**config.mk**
```make
export PLATFORM = sky130hd
export DESIGN_NAME = line_receive_ring_buffer_core
export DESIGN_NICKNAME = d
export VERILOG_FILES = /design/src/rtl/lrrb_pkg.sv /design/src/rtl/lrrb_ram.sv /design/src/rtl/lrrb_ctrl.sv /design/src/rtl/line_receive_ring_buffer_core.sv
export SDC_FILE = /design/constraint.sdc
export NUM_CORES = 1
export LEC_CHECK = 0
export BUFFER_PORTS_ARGS = -buffer_cell sky130_fd_sc_hd__buf_2
export CAP_MARGIN = 20
export CORE_AREA = 5 5 211 213
export DETAILED_ROUTE_END_ITERATION = 8
export DIE_AREA = 0 0 216 218
export PLACE_DENSITY = 0.83
export SYNTH_ARGS = -nofsm -noshare
export SYNTH_HDL_FRONTEND = slang
export SYNTH_HIERARCHICAL = 1
export SYNTH_SLANG_ARGS = --single-unit
```
**constraint.sdc**
```tcl
create_clock -name clk -period 3.7 [get_ports clk]
set_clock_uncertainty 0.15 [all_clocks]
set_input_delay 0.74 -clock clk [delete_from_list [all_inputs] [get_ports clk]]
set_output_delay 0.74 -clock clk [all_outputs]
set_load 0.02 [all_outputs]
```
**src/rtl/lrrb_pkg.sv**
```systemverilog
// Shared types and constants for the line receive ring buffer.
// No dependencies; every other file of the block imports this package.
package lrrb_pkg;

	localparam int DEPTH_DEF = 64;
	localparam int BYTE_W    = 8;
	localparam int IDX_W     = 6;

	localparam logic [BYTE_W-1:0] TERM_RESET = 8'd10;

	localparam logic CMD_BYTE  = 1'b0;
	localparam logic CMD_DRAIN = 1'b1;

	typedef enum logic [1:0] {
		ST_STORED  = 2'd0,
		ST_DROPPED = 2'd1,
		ST_DRAINED = 2'd2,
		ST_REFUSED = 2'd3
	} status_t;

	typedef struct packed {
		logic              command;
		logic [BYTE_W-1:0] rx_byte;
	} request_t;

	typedef struct packed {
		logic [BYTE_W-1:0] data_byte;
		logic [IDX_W-1:0]  byte_index;
		logic              last;
		status_t           status;
		logic              message_ready;
	} result_t;

endpackage

```
**src/rtl/lrrb_ram.sv**
```systemverilog
// Generic simple dual-port RAM: one write port, one registered read port.
// Depends on lrrb_pkg for default sizes only.
module lrrb_ram
	import lrrb_pkg::*;
#(
	parameter int WIDTH = BYTE_W,
	parameter int DEPTH = DEPTH_DEF
) (
	input  logic                     clk,
	input  logic                     we,
	input  logic [$clog2(DEPTH)-1:0] waddr,
	input  logic [WIDTH-1:0]         wdata,
	input  logic [$clog2(DEPTH)-1:0] raddr,
	output logic [WIDTH-1:0]         rdata
);

	logic [WIDTH-1:0] mem [DEPTH];

	always_ff @(posedge clk) begin
		if (we) begin
			mem[waddr] <= wdata;
		end
		rdata <= mem[raddr];
	end

endmodule

```
**src/rtl/lrrb_ctrl.sv**
```systemverilog
// Ring control: pointers, line-ready flag, drain sequencer and result register.
// Depends on lrrb_pkg; drives the write and read ports of one lrrb_ram.
module lrrb_ctrl
	import lrrb_pkg::*;
#(
	parameter int DEPTH = DEPTH_DEF
) (
	input  logic                     clk,
	input  logic                     arst_n,
	input  logic                     start,
	input  request_t                 request,
	input  logic [BYTE_W-1:0]        terminator,
	output logic                     busy,
	output logic                     strobe,
	output result_t                  result,
	output logic                     ram_we,
	output logic [$clog2(DEPTH)-1:0] ram_waddr,
	output logic [BYTE_W-1:0]        ram_wdata,
	output logic [$clog2(DEPTH)-1:0] ram_raddr,
	input  logic [BYTE_W-1:0]        ram_rdata
);

	localparam int AW = $clog2(DEPTH);
	localparam logic [AW-1:0] LastAddr = AW'(DEPTH - 1);

	typedef enum logic {
		S_IDLE,
		S_DRAIN
	} state_t;

	function automatic logic [AW-1:0] next_ptr(input logic [AW-1:0] p);
		return (p == LastAddr) ? '0 : p + AW'(1);
	endfunction

	state_t           state_q;
	logic [AW-1:0]    wr_ptr_q;
	logic [AW-1:0]    rd_ptr_q;
	logic             ready_q;
	logic [IDX_W-1:0] idx_q;
	logic             pend_s1;
	logic             last_s1;
	logic [IDX_W-1:0] idx_s1;
	logic             strobe_q;
	result_t          res_q;

	logic          accept;
	logic          is_byte;
	logic [AW-1:0] wr_next;
	logic [AW-1:0] rd_next;
	logic [AW-1:0] newest;
	logic          full;
	logic          ready_after_byte;

	assign busy    = (state_q == S_DRAIN) || pend_s1;
	assign accept  = start && !busy;
	assign is_byte = (request.command == CMD_BYTE);
	assign wr_next = next_ptr(wr_ptr_q);
	assign rd_next = next_ptr(rd_ptr_q);
	assign newest  = (wr_ptr_q == '0) ? LastAddr : wr_ptr_q - AW'(1);
	assign full    = (wr_next == rd_ptr_q);
	assign ready_after_byte = ready_q || (request.rx_byte == terminator);

	// On overflow, overwrite the newest byte with the terminator.
	assign ram_we    = accept && is_byte;
	assign ram_waddr = full ? newest : wr_ptr_q;
	assign ram_wdata = full ? terminator : request.rx_byte;
	assign ram_raddr = rd_ptr_q;

	assign strobe = strobe_q;
	assign result = res_q;

	always_ff @(posedge clk or negedge arst_n) begin
		if (!arst_n) begin
			state_q  <= S_IDLE;
			wr_ptr_q <= '0;
			rd_ptr_q <= '0;
			ready_q  <= 1'b0;
			idx_q    <= '0;
			pend_s1  <= 1'b0;
			last_s1  <= 1'b0;
			idx_s1   <= '0;
			strobe_q <= 1'b0;
			res_q    <= '0;
		end else begin
			strobe_q <= 1'b0;
			pend_s1  <= 1'b0;

			// Read data of the previous drain step is valid now.
			if (pend_s1) begin
				strobe_q            <= 1'b1;
				res_q.data_byte     <= ram_rdata;
				res_q.byte_index    <= idx_s1;
				res_q.last          <= last_s1;
				res_q.status        <= ST_DRAINED;
				res_q.message_ready <= 1'b0;
			end

			unique case (state_q)
				S_IDLE: begin
					if (accept) begin
						res_q.data_byte  <= '0;
						res_q.byte_index <= '0;
						res_q.last       <= 1'b1;
						if (is_byte) begin
							strobe_q <= 1'b1;
							if (full) begin
								ready_q             <= 1'b1;
								res_q.status        <= ST_DROPPED;
								res_q.message_ready <= 1'b1;
							end else begin
								wr_ptr_q            <= wr_next;
								ready_q             <= ready_after_byte;
								res_q.status        <= ST_STORED;
								res_q.message_ready <= ready_after_byte;
							end
						end else if (!ready_q || (rd_ptr_q == wr_ptr_q)) begin
							strobe_q            <= 1'b1;
							ready_q             <= 1'b0;
							res_q.status        <= ST_REFUSED;
							res_q.message_ready <= 1'b0;
						end else begin
							ready_q <= 1'b0;
							idx_q   <= '0;
							state_q <= S_DRAIN;
						end
					end
				end
				S_DRAIN: begin
					pend_s1  <= 1'b1;
					idx_s1   <= idx_q;
					last_s1  <= (rd_next == wr_ptr_q);
					rd_ptr_q <= rd_next;
					idx_q    <= idx_q + IDX_W'(1);
					if (rd_next == wr_ptr_q) begin
						state_q <= S_IDLE;
					end
				end
				default: begin
					state_q <= S_IDLE;
				end
			endcase
		end
	end

endmodule

```
**src/rtl/line_receive_ring_buffer_core.sv**
```systemverilog
// Line receive ring buffer top level: terminator register, control and byte RAM.
// Byte beat: result strobes the cycle after acceptance; busy stays low, one beat a cycle.
// Drain of N bytes: busy through the drain and its last read in flight; results one a
// cycle, paced by the single registered read port of the byte RAM. A refused drain
// answers like a byte beat. Reset (arst_n low) empties the ring, clears the ready flag
// and sets the terminator to newline; the receiver cannot stall and takes every strobe.
module line_receive_ring_buffer_core
	import lrrb_pkg::*;
#(
	parameter int DEPTH = DEPTH_DEF
) (
	input  logic              clk,
	input  logic              arst_n,
	input  logic              start,
	output logic              busy,
	input  request_t          request,
	output logic              strobe,
	output result_t           result,
	input  logic              cfg_we,
	input  logic [BYTE_W-1:0] cfg_wdata
);

	localparam int AW = $clog2(DEPTH);

	// Terminator register: the user must write it only while idle, so no hazard with a beat in flight; not enforced here.
	logic [BYTE_W-1:0] term_q;

	always_ff @(posedge clk or negedge arst_n) begin
		if (!arst_n) begin
			term_q <= TERM_RESET;
		end else if (cfg_we) begin
			term_q <= cfg_wdata;
		end
	end

	// RAM port signals between the control and the byte store.
	logic              ram_we;
	logic [AW-1:0]     ram_waddr;
	logic [BYTE_W-1:0] ram_wdata;
	logic [AW-1:0]     ram_raddr;
	logic [BYTE_W-1:0] ram_rdata;

	// Control: holds pointers and flag, writes arriving bytes straight into the RAM at
	// the accepting edge, and steps the drain one read address a cycle. Busy covers the
	// drain plus the last read in flight, so a new beat never collides with a drained one.
	lrrb_ctrl #(
		.DEPTH(DEPTH)
	) u_ctrl (
		.clk        (clk),
		.arst_n     (arst_n),
		.start      (start),
		.request    (request),
		.terminator (term_q),
		.busy       (busy),
		.strobe     (strobe),
		.result     (result),
		.ram_we     (ram_we),
		.ram_waddr  (ram_waddr),
		.ram_wdata  (ram_wdata),
		.ram_raddr  (ram_raddr),
		.ram_rdata  (ram_rdata)
	);

	// Byte store: contents undefined until written; only written entries are drained.
	lrrb_ram #(
		.WIDTH(BYTE_W),
		.DEPTH(DEPTH)
	) u_ram (
		.clk   (clk),
		.we    (ram_we),
		.waddr (ram_waddr),
		.wdata (ram_wdata),
		.raddr (ram_raddr),
		.rdata (ram_rdata)
	);

endmodule

```
==> results of run 1 <==
where the power goes:
group | leakage [nW] | total, W | switching (W) | internal, W
logic | 2.72 | 0.00648 | 0.00381 | 0.00267
clock network | 0.793 | 0.00515 | 0.00223 | 0.00291
registers | 5.36 | 0.00807 | 0.000317 | 0.00775
total | 8.87 | 0.0197 | 0.00636 | 0.0133
repair_timing:
action                                  4_1_cts  5_1_grt
pin swaps                                     0        2
hold buffers                                  0        0
gates resized for setup                       6       11
buffers inserted                              0        4
endpoints found under the setup margin      234      457
metrics by stage:
stage	TNS (ns)	instance area [um2]
finish	0	26500
global route	-0.671	26500
CTS	0	26400
detailed placement	-0.596	24800
global placement	0	24800
floorplan	0	23300
kinds of logic after synthesis:
| group | synth area share (%) |
|---|---|
| adder cells (fa/ha/maj) | 0.268 |
| flip-flops | 72.5 |
| multiplexers | 16.0 |
| buffers and inverters | 2.03 |
| AND/OR/NAND/NOR | 4.53 |
| AO/OA/AOI/OAI | 3.57 |
| XOR/XNOR | 1.09 |
flip-flops by register name, indices dropped and copies added (netlist names), 6 cells and up:
| name | cells |
|---|---|
| u_ram/mem | 512 |
| term_q | 8 |
| u_ctrl/idx_s1 | 6 |
| u_ctrl/wr_ptr_q | 6 |
| u_ctrl/result | 18 |
| u_ram/rdata | 8 |
| u_ctrl/ram_raddr | 6 |
| u_ctrl/idx_q | 6 |
cell usage in the layout (no fill, tap or decap), types with 9 or more instances in the layout:
cell type	count
a21oi_1	14
buf_2	40
buf_4	116
clkbuf_1	16
clkbuf_16	54
dfrtp_1	46
edfxtp_1	512
inv_1	9
mux2_2	26
mux2_4	11
mux2i_1	43
mux4_2	126
nand2_1	36
nand2b_1	10
nand3_1	19
nor2_1	109
nor2b_1	12
o21ai_0	11
o22ai_1	11
xnor2_1	22
per-layer routing:
layer	wire length [um]	track usage [%]	up-vias
met5	0	0	-
met4	2530	9.01	0
li1	-	-	5252
met2	26100	37.7	902
met3	5670	3.83	180
met1	19600	31.5	6429
path summary, 6_finish.rpt:
| path | to | slack (ns) |
|---|---|---|
| worst max-delay path | u_ram/mem[40][4] | 0.06 |
| worst min-delay path | u_ctrl/result[0] | 0.01 |
| worst max register to register | u_ram/mem[40][4] | 0.06 |
| worst min register to register | u_ctrl/result[12] | 0.33 |
| max in group asynchronous | u_ctrl/result[13] | 2.59 |
| min in group clk | term_q[6] | 0.25 |
worst max-delay path: cells and delay by family (launching register included):
kind	cells	cell delay (ns)
compound gates	3	0.67
simple gates	6	1.48
buf+inv	2	0.38
flops	1	0.65
layout make-up:
class	count	area, um2
clock buffer	72	1440
clock inverter	19	178
fill	2705	16000
inverter	10	37.5
multi-input combinational	582	6000
sequential	575	16900
tap	546	683
timing repair buffer	163	1210
==> run metrics, run 1 <==
outcome completed; worst r2r src u_ctrl/wr_ptr_q[4]; Worst Path Required 3.83 ns; Mapped Area 0.0233 mm2; ys flop type edfxtp_1; Max Freq 274 MHz; DP Cell Count 1872; htree depth 2; cell leakage power 8.87 nW; die height 218 um; CTS buffer count 52; number of synthesized flops with an enable pin 512; residual DRC count 0; Crit Path Max Fanout 9; DRT iter0 DRCs 1748; Starting Density 54.9%; Yosys cell types 71; area grow syn2layout 13.6%; FF-to-FF path depth 11; non-filler instance count after layout 1967; clk_lat worst skew 0.59 ns; Pwr Total 0.0197 W; final worst slack 0.0566 ns; Setup crit end kind register; core area 0.0425 mm2; final period utilization 98.5%; top-count cell post-synth edfxtp_1; clk buf depth 3; syn_nets 1267; WL final 53900 um; Slowest-stage cell, CP dfrtp_1; Tmin final 3.64 ns; worst-margin pin slew 0.949 ns; largest net degree at the start of global routing 88; Buffers on Ports 40; total die area 0.0471 mm2; Synth Register Bits 575; VDD IR max 0.544 mV; asr flop ratio synth 9.57%; GPL Wtd Cong 0.923; crit path launch type register; cell count after synthesis 1241; final core occ 62.3%; IO Count 41; CP max stage delay 0.65 ns; Post-synth top cells edfxtp_1, mux4_2, nor2_1; CP Cell Sequence nand2_1, or2_1, a21boi_1, o221a_4, and2_4, o21a_1, nor2b_1, buf_4, nand2_1, nor2_1, buf_4; fin nets 1410; hpwl dp 31900 um; CTS tree done; Power Density 744 mW/mm2; dpl ws -0.0805 ns; CTS Sinks 575; Synth Area per Inst 18.8 um2; crit path DAT 3.77 ns; grt total ovfl 0; layout cell share with drive strength beyond 1 30.1%; chip width 216 um; clock root buffer clkbuf_16; max-capacitance violation count 0; Tightest Hold Check Type in -> async; Yosys warnings 6; final count of negative-setup-slack endpoints 0; per-cell routed wire length 27.4 um; Std-Cell Rows 76; first-pass GRT wire length 81900 um; Hold Violations, Final 0; CP Class reg -> reg; via count 12763; Area contributors post-synth edfxtp_1, mux4_2, dfrtp_1, mux2i_1, nor2_1; Worst Setup SP u_ctrl/wr_ptr_q[4]; DR vias/cell 6.49; initial antenna violation count 0; register area share after synthesis 72.5%; Max Slew Vio Count 0; vias in the first global route 13154; share of the synthesized area in the top cell type 65.9%; router iterations before antenna repair 6; slew margin rel. 35.9%; remaining antenna violation count after routing 0; gr usage total 23.0%; Synth area leader edfxtp_1; clk slew on worst S/H paths 0.06 ns; final hold slack 0.0136 ns; antenna cell count 0
Note: power is estimated with default switching activity, not from simulation.
==> inputs of run 2 (changes only) <==
--- a/config.mk
+++ b/config.mk
@@ -7,10 +7,10 @@
 export LEC_CHECK = 0
 export BUFFER_PORTS_ARGS = -buffer_cell sky130_fd_sc_hd__buf_2
 export CAP_MARGIN = 20
-export CORE_AREA = 5 5 211 213
+export CORE_AREA = 5 5 254 256
 export DETAILED_ROUTE_END_ITERATION = 8
-export DIE_AREA = 0 0 216 218
-export PLACE_DENSITY = 0.83
+export DIE_AREA = 0 0 259 261
+export PLACE_DENSITY = 0.63
 export SYNTH_ARGS = -nofsm -noshare
 export SYNTH_HDL_FRONTEND = slang
 export SYNTH_HIERARCHICAL = 1
==> run 2 against run 1 <==
Effect of this change:
- worst hold slack better by 0.20 ns
- clock-buffer cell count is 5 lower
- sequential power is 0.7% lower
- worst setup slack better by 0.19 ns
- largest cell class unchanged
- critical path depth stayed put
- combinational power is 1% lower
- wire length is 3.4% lower
- total power is 0.77% higher
- cell count is 16% higher
- largest power group unchanged
==> run metrics, run 2 (synthesized netlist as in run 1, its figures left out) <==
final count of negative-setup-slack endpoints 0 (unchanged); Starting Density 37.4% (-17 points); router iterations before antenna repair 5 (-1); initial antenna violation count 1 (+1); setup TNS 0 ns (unchanged); worst-margin pin slew 0.858 ns (-0.0914 ns); DR vias/cell 5.33 (-18%); Std-Cell Rows 92 (+21%); commonest non-fill, non-tap cell in the layout edfxtp_1; VDD IR max 0.657 mV (+21%); CTS Sinks 575 (unchanged); max FFs per register 512 (unchanged); chip width 259 um (+20%); via count 12143 (-4.9%); Setup crit end kind register; Buffers on Ports 40 (unchanged); WL final 52100 um (-3.4%); delay-heaviest family, CP compound AO/OA/AOI/OAI gates; clock root buffer clkbuf_16; residual DRC count 0 (unchanged); vias in the first global route 12446 (-5.4%); CTS tree done; htree depth 2 (unchanged); most frequent cells in the layout edfxtp_1, mux4_2, buf_4; RSZ-0062 raised after global routing no; antenna cell count 0 (unchanged); CP bufs+invs 3 (+1); Crit Path Max Fanout 9 (unchanged); core area 0.0623 mm2 (+47%); first-pass GRT wire length 78800 um (-3.7%); remaining antenna violation count after routing 0 (unchanged); fin nets 1416 (+0.43%); clk buf depth 3 (unchanged); Power Density 735 mW/mm2 (-1.1%); IO Count 41 (unchanged); clk slew on worst S/H paths 0.06 ns (about the same); Hold Violations, Final 0 (unchanged); Tmin final 3.45 ns (-0.192 ns); total die area 0.0676 mm2 (+44%); crit path DAT 3.61 ns (-0.16 ns); GPL Wtd Cong 0.823 (-11%); clk_lat worst skew 0.61 ns (+0.02 ns); layout cell share with drive strength beyond 1 30.1% (-0.064 points); cell leakage power 8.95 nW (+0.89%); Tightest Hold Check Type in -> reg; largest net degree at the start of global routing 104 (+18%); hpwl dp 32200 um (+0.93%); DRT iter0 DRCs 1368 (-22%); outcome completed; Worst Path Required 3.86 ns (+0.03 ns); CTS buffer count 55 (+5.8%); Placed Area 0.0252 mm2 (+1.7%); most flop-heavy register u_ram/mem; Max Freq 290 MHz (+5.6%); die height 261 um (+20%); cell repeated most along the worst path buf_4; crit path launch type register; Max Slew Vio Count 0 (unchanged); max-capacitance violation count 0 (unchanged); CP max stage delay 0.51 ns (-0.14 ns); Slowest-stage cell, CP dfrtp_1; gr usage total 15.4% (-7.6 points); CP Class reg -> reg; per-cell routed wire length 22.9 um (-17%); final period utilization 93.3% (-5.2 points); grt total ovfl 0 (unchanged); final instance area 0.0270 mm2 (+1.9%); slew margin rel. 42.1% (+6.2 points); area grow syn2layout 15.8%; CP Cell Sequence xnor2_1, o311a_1, o221a_4, buf_4, a31oi_1, a31oi_2, nor2b_2, nand3_1, buf_4, nor2_1, buf_4
## run 2: worst paths after layout
| path | slack, ns | endpoint | depth (start not counted) | startpoint |
|---|---|---|---|---|
| setup reg to reg | 0.25 | u_ram/mem[45][0] | 11 | u_ctrl/wr_ptr_q[4] |
| min in group asynchronous | 0.52 | u_ctrl/result[2] | 2 | arst_n |
| setup / recovery | 0.25 | u_ram/mem[45][0] | 11 | u_ctrl/wr_ptr_q[4] |
| hold reg to reg | 0.33 | u_ctrl/result[12] | 2 | u_ram/rdata[2] |
| max in group asynchronous | 2.08 | u_ctrl/result[10] | 3 | arst_n |
| hold / removal | 0.22 | term_q[3] | 2 | cfg_wdata[3] |
## run 2: timing repair
item | in CTS | in global routing
setup endpoints to repair | 0 | 450
hold endpoints to repair | 23 | 0
hold buffers | 1 | 0
buffers inserted | 0 | 1
gates resized for setup | 0 | 12
## run 2: final cells by class
class | instances | area, um2
Clock buffer | 67 | 1440
Clock inverter | 34 | 297
Fill cell | 5340 | 35300
Inverter | 10 | 37.5
Multi-Input combinational cell | 582 | 5980
Sequential cell | 575 | 16900
Tap cell | 846 | 1060
Timing Repair Buffer | 166 | 1250
## run 2: metal layers
metal	vias up	routed length [um]	track usage [%]
li1	5283	-	-
met1	6289	21700	21.5
met2	474	24700	24.6
met3	97	4110	2.89
met4	0	1590	5.31
met5	-	0	0
## run 2: power breakdown
| group | switching (W) | internal, W | leakage, nW |
|---|---|---|---|
| clock network | 0.00233 | 0.00311 | 0.848 |
| logic | 0.00375 | 0.00265 | 2.74 |
| registers | 0.000263 | 0.00775 | 5.37 |
## run 2: metrics by stage
step	setup WS, ns	util (%)	power [W]	instances	hold slack (ns)
after global placement	0.141	40.5	0.0144	2177	0.310
after global routing	0.0478	43.3	0.0207	2280	0.190
after CTS	0.000523	43.3	0.0200	2279	0.180
final	0.248	43.3	0.0198	2280	0.218
after floorplan	0.0123	-	0.0125	1241	0.280
after detailed placement	0.0326	40.5	0.0145	2177	0.318
## run 2: worst reg2reg max path, delay by kind of cell (launching register included)
kind            cells  cell delay, ns
buf+inv             3            0.60
flops               1            0.51
compound gates      4            0.92
xor+xnor            1            0.51
simple gates        3            0.49
==> inputs of run 3 (changes only) <==
--- a/config.mk
+++ b/config.mk
@@ -5,12 +5,12 @@
 export SDC_FILE = /design/constraint.sdc
 export NUM_CORES = 1
 export LEC_CHECK = 0
-export BUFFER_PORTS_ARGS = -buffer_cell sky130_fd_sc_hd__buf_2
 export CAP_MARGIN = 20
-export CORE_AREA = 5 5 254 256
+export CORE_AREA = 5 5 265 267
 export DETAILED_ROUTE_END_ITERATION = 8
-export DIE_AREA = 0 0 259 261
-export PLACE_DENSITY = 0.63
+export DIE_AREA = 0 0 270 272
+export DONT_BUFFER_PORTS = 1
+export PLACE_DENSITY = 0.59
 export SYNTH_ARGS = -nofsm -noshare
 export SYNTH_HDL_FRONTEND = slang
 export SYNTH_HIERARCHICAL = 1
==> run 3 against run 2 <==
Effect of this change:
- critical path depth did not move
- flip-flop and latch count unchanged
- non-clock buffer count fell by 26
- register-to-register slack worse by 0.11 ns
- total power grew 2.4%
- sequential share of layout area decreased by 0.30 points
- first-iteration DRC count down 23%
- clock power grew 5.3%
- fmax shrank 3.1%
- largest cell class unchanged
==> run metrics, run 3 (synthesized netlist as in run 1, its figures left out) <==
Setup crit end kind register; clk buf depth 3 (unchanged); Hold Violations, Final 0 (unchanged); clock root buffer clkbuf_16; final core occ 40.0% (-3.4 points); final count of negative-setup-slack endpoints 0 (unchanged); non-filler instance count after layout 2293 (+0.57%); DRT iter0 DRCs 1047 (-23%); worst-margin pin slew 0.802 ns (-0.0562 ns); CP Class reg -> reg; core area 0.0679 mm2 (+9.0%); via count 12056 (-0.72%); final hold slack 0.133 ns (-0.0850 ns); grt total ovfl 0 (unchanged); clk_lat worst skew 0.61 ns (about the same); Max Freq 281 MHz (-3.1%); commonest non-fill, non-tap cell in the layout edfxtp_1; DP Cell Count 2185 (+0.37%); vias in the first global route 12266 (-1.4%); switching pwr 0.00647 W (+2.1%); setup TNS 0 ns (unchanged); remaining antenna violation count after routing 0 (unchanged); RSZ-0062 raised after global routing yes; Tmin final 3.56 ns (+0.111 ns); CTS buffer count 56 (+1.8%); Placed Area 0.0251 mm2 (-0.31%); Crit Path Max Fanout 8 (-1); Power Density 749 mW/mm2 (+1.9%); cell leakage power 8.90 nW (-0.52%); most frequent cells in the layout edfxtp_1, buf_4, mux4_2; most flop-heavy register u_ram/mem; Fill cells 5993 (+12%); total die area 0.0734 mm2 (+8.6%); first-pass GRT wire length 81100 um (+2.9%); antenna cell count 0 (unchanged); Buffers on Ports 0 (-100%); router iterations before antenna repair 5 (unchanged); area grow syn2layout 16.3%; outcome completed; max-capacitance violation count 0 (unchanged); Tightest Hold Check Type in -> reg; max FFs per register 512 (unchanged); final period utilization 96.3% (+3.0 points); WL final 53900 um (+3.5%); GPL Wtd Cong 0.847 (+3.0%); die height 272 um (+4.2%); crit path DAT 3.73 ns (+0.12 ns); DR vias/cell 5.26 (-1.3%); per-cell routed wire length 23.5 um (+2.9%); gr usage total 14.4% (-0.95 points); Starting Density 34.4% (-3.1 points); Std-Cell Rows 96 (+4.3%); fin nets 1392 (-1.7%); Comb pwr share 31.8% (-0.4 points); final instance area 0.0271 mm2 (+0.47%); CTS tree done; slew margin rel. 46.5% (+4.5 points); Worst Path Required 3.86 ns (about the same); VDD IR max 0.539 mV (-18%); htree depth 2 (unchanged); clk slew on worst S/H paths 0.06 ns (about the same); residual DRC count 0 (unchanged); CTS Sinks 575 (unchanged); IO Count 41 (unchanged); chip width 270 um (+4.2%); initial antenna violation count 0 (-1); hpwl dp 33500 um (+3.9%); switch share 31.8% (-0.10 points); crit path launch type register; Max Slew Vio Count 0 (unchanged); sequential power share 39.9% (-0.5 points); largest net degree at the start of global routing 71 (-32%); Int Power 0.0139 W (+2.6%); Clock Power Share 28.2% (+0.8 points); layout cell share with drive strength beyond 1 29.6% (-0.50 points)
[run 3: changes by cell type in the layout (fill, tap and decap cells not counted), moves of 2 or more]
cell | previous run | this run
nand3_1 | 18 | 16
clkinv_2 | 10 | 12
clkinv_1 | 15 | 8
bufinv_16 | 5 | 8
buf_2 | 40 | 0
nor2_2 | 1 | 3
clkbuf_1 | 11 | 15
buf_4 | 117 | 130
ha_2 | 2 | 0
[run 3: power groups by stage]
stage | combinational, W | clock (W) | sequential, W
final | 0.00647 | 0.00573 | 0.00812
after global routing | 0.00694 | 0.00612 | 0.00817
after CTS | 0.00643 | 0.00586 | 0.00812
after detailed placement | 0.00636 | 0 | 0.00825
after global placement | 0.00629 | 0 | 0.00824
after floorplan | 0.00445 | 0 | 0.00808
[run 3: repair_timing]
item                                    in CTS  in global routing
hold buffers                                 2                  0
pin swaps                                    0                  1
endpoints found under the setup margin     154                750
cloned                                       0                  1
hold endpoints to repair                    55                  0
setup buffers                                0                  2
gates resized for setup                      7                 15
[run 3: cell type report]
class | count | area (um2) | area share, %
clock buffer | 72 | 1470 | 5.43
clock inverter | 31 | 363 | 1.34
inverter | 10 | 37.5 | 0.138
multi-input combinational | 583 | 6050 | 22.3
sequential | 575 | 16900 | 62.4
tap | 882 | 1100 | 4.07
timing repair buffer | 140 | 1160 | 4.29
[run 3: worst max-delay path, cell delays in order (launching register included)]
cell and delay (ns):
dfrtp_2 0.44, ha_1 0.25, nand2_1 0.15, nor2_1 0.06, o311a_1 0.38, o221a_4 0.33, and2_4 0.22, a31oi_2 0.33
buf_4 0.21, nand3b_1 0.24, nor2_1 0.29, buf_4 0.21
[run 3: path summary, 6_finish.rpt]
check / start / end / slack [ns] / depth (start not counted)
setup / recovery: u_ctrl/wr_ptr_q[1] / u_ram/mem[45][2] / 0.14 / 11
hold / removal: cfg_wdata[4] / term_q[4] / 0.13 / 1
setup reg to reg: u_ctrl/wr_ptr_q[1] / u_ram/mem[45][2] / 0.14 / 11
hold reg to reg: u_ram/rdata[2] / u_ctrl/result[12] / 0.32 / 2
max in group asynchronous: arst_n / term_q[1] / 2.58 / 2
min in group asynchronous: arst_n / u_ctrl/wr_ptr_q[4] / 0.55 / 2
[run 3: routing by layer]
layer  global-route usage (%)  share of wire, %  wire, um  vias up
met5                        0                 0         0        -
met4                     3.37               2.0      1100        0
met3                     2.67               6.0      3220       69
met2                     23.8                49     26300      402
met1                     20.0                43     23300     6330
li1                         -                 -         -     5255
[run 3: metrics by stage]
step | power [W] | setup slack (ns)
floorplan | 0.0125 | 0.0123
global placement | 0.0145 | -0.107
detailed placement | 0.0146 | -0.187
CTS | 0.0204 | 0.0278
global route | 0.0212 | -0.0135
finish | 0.0203 | 0.137
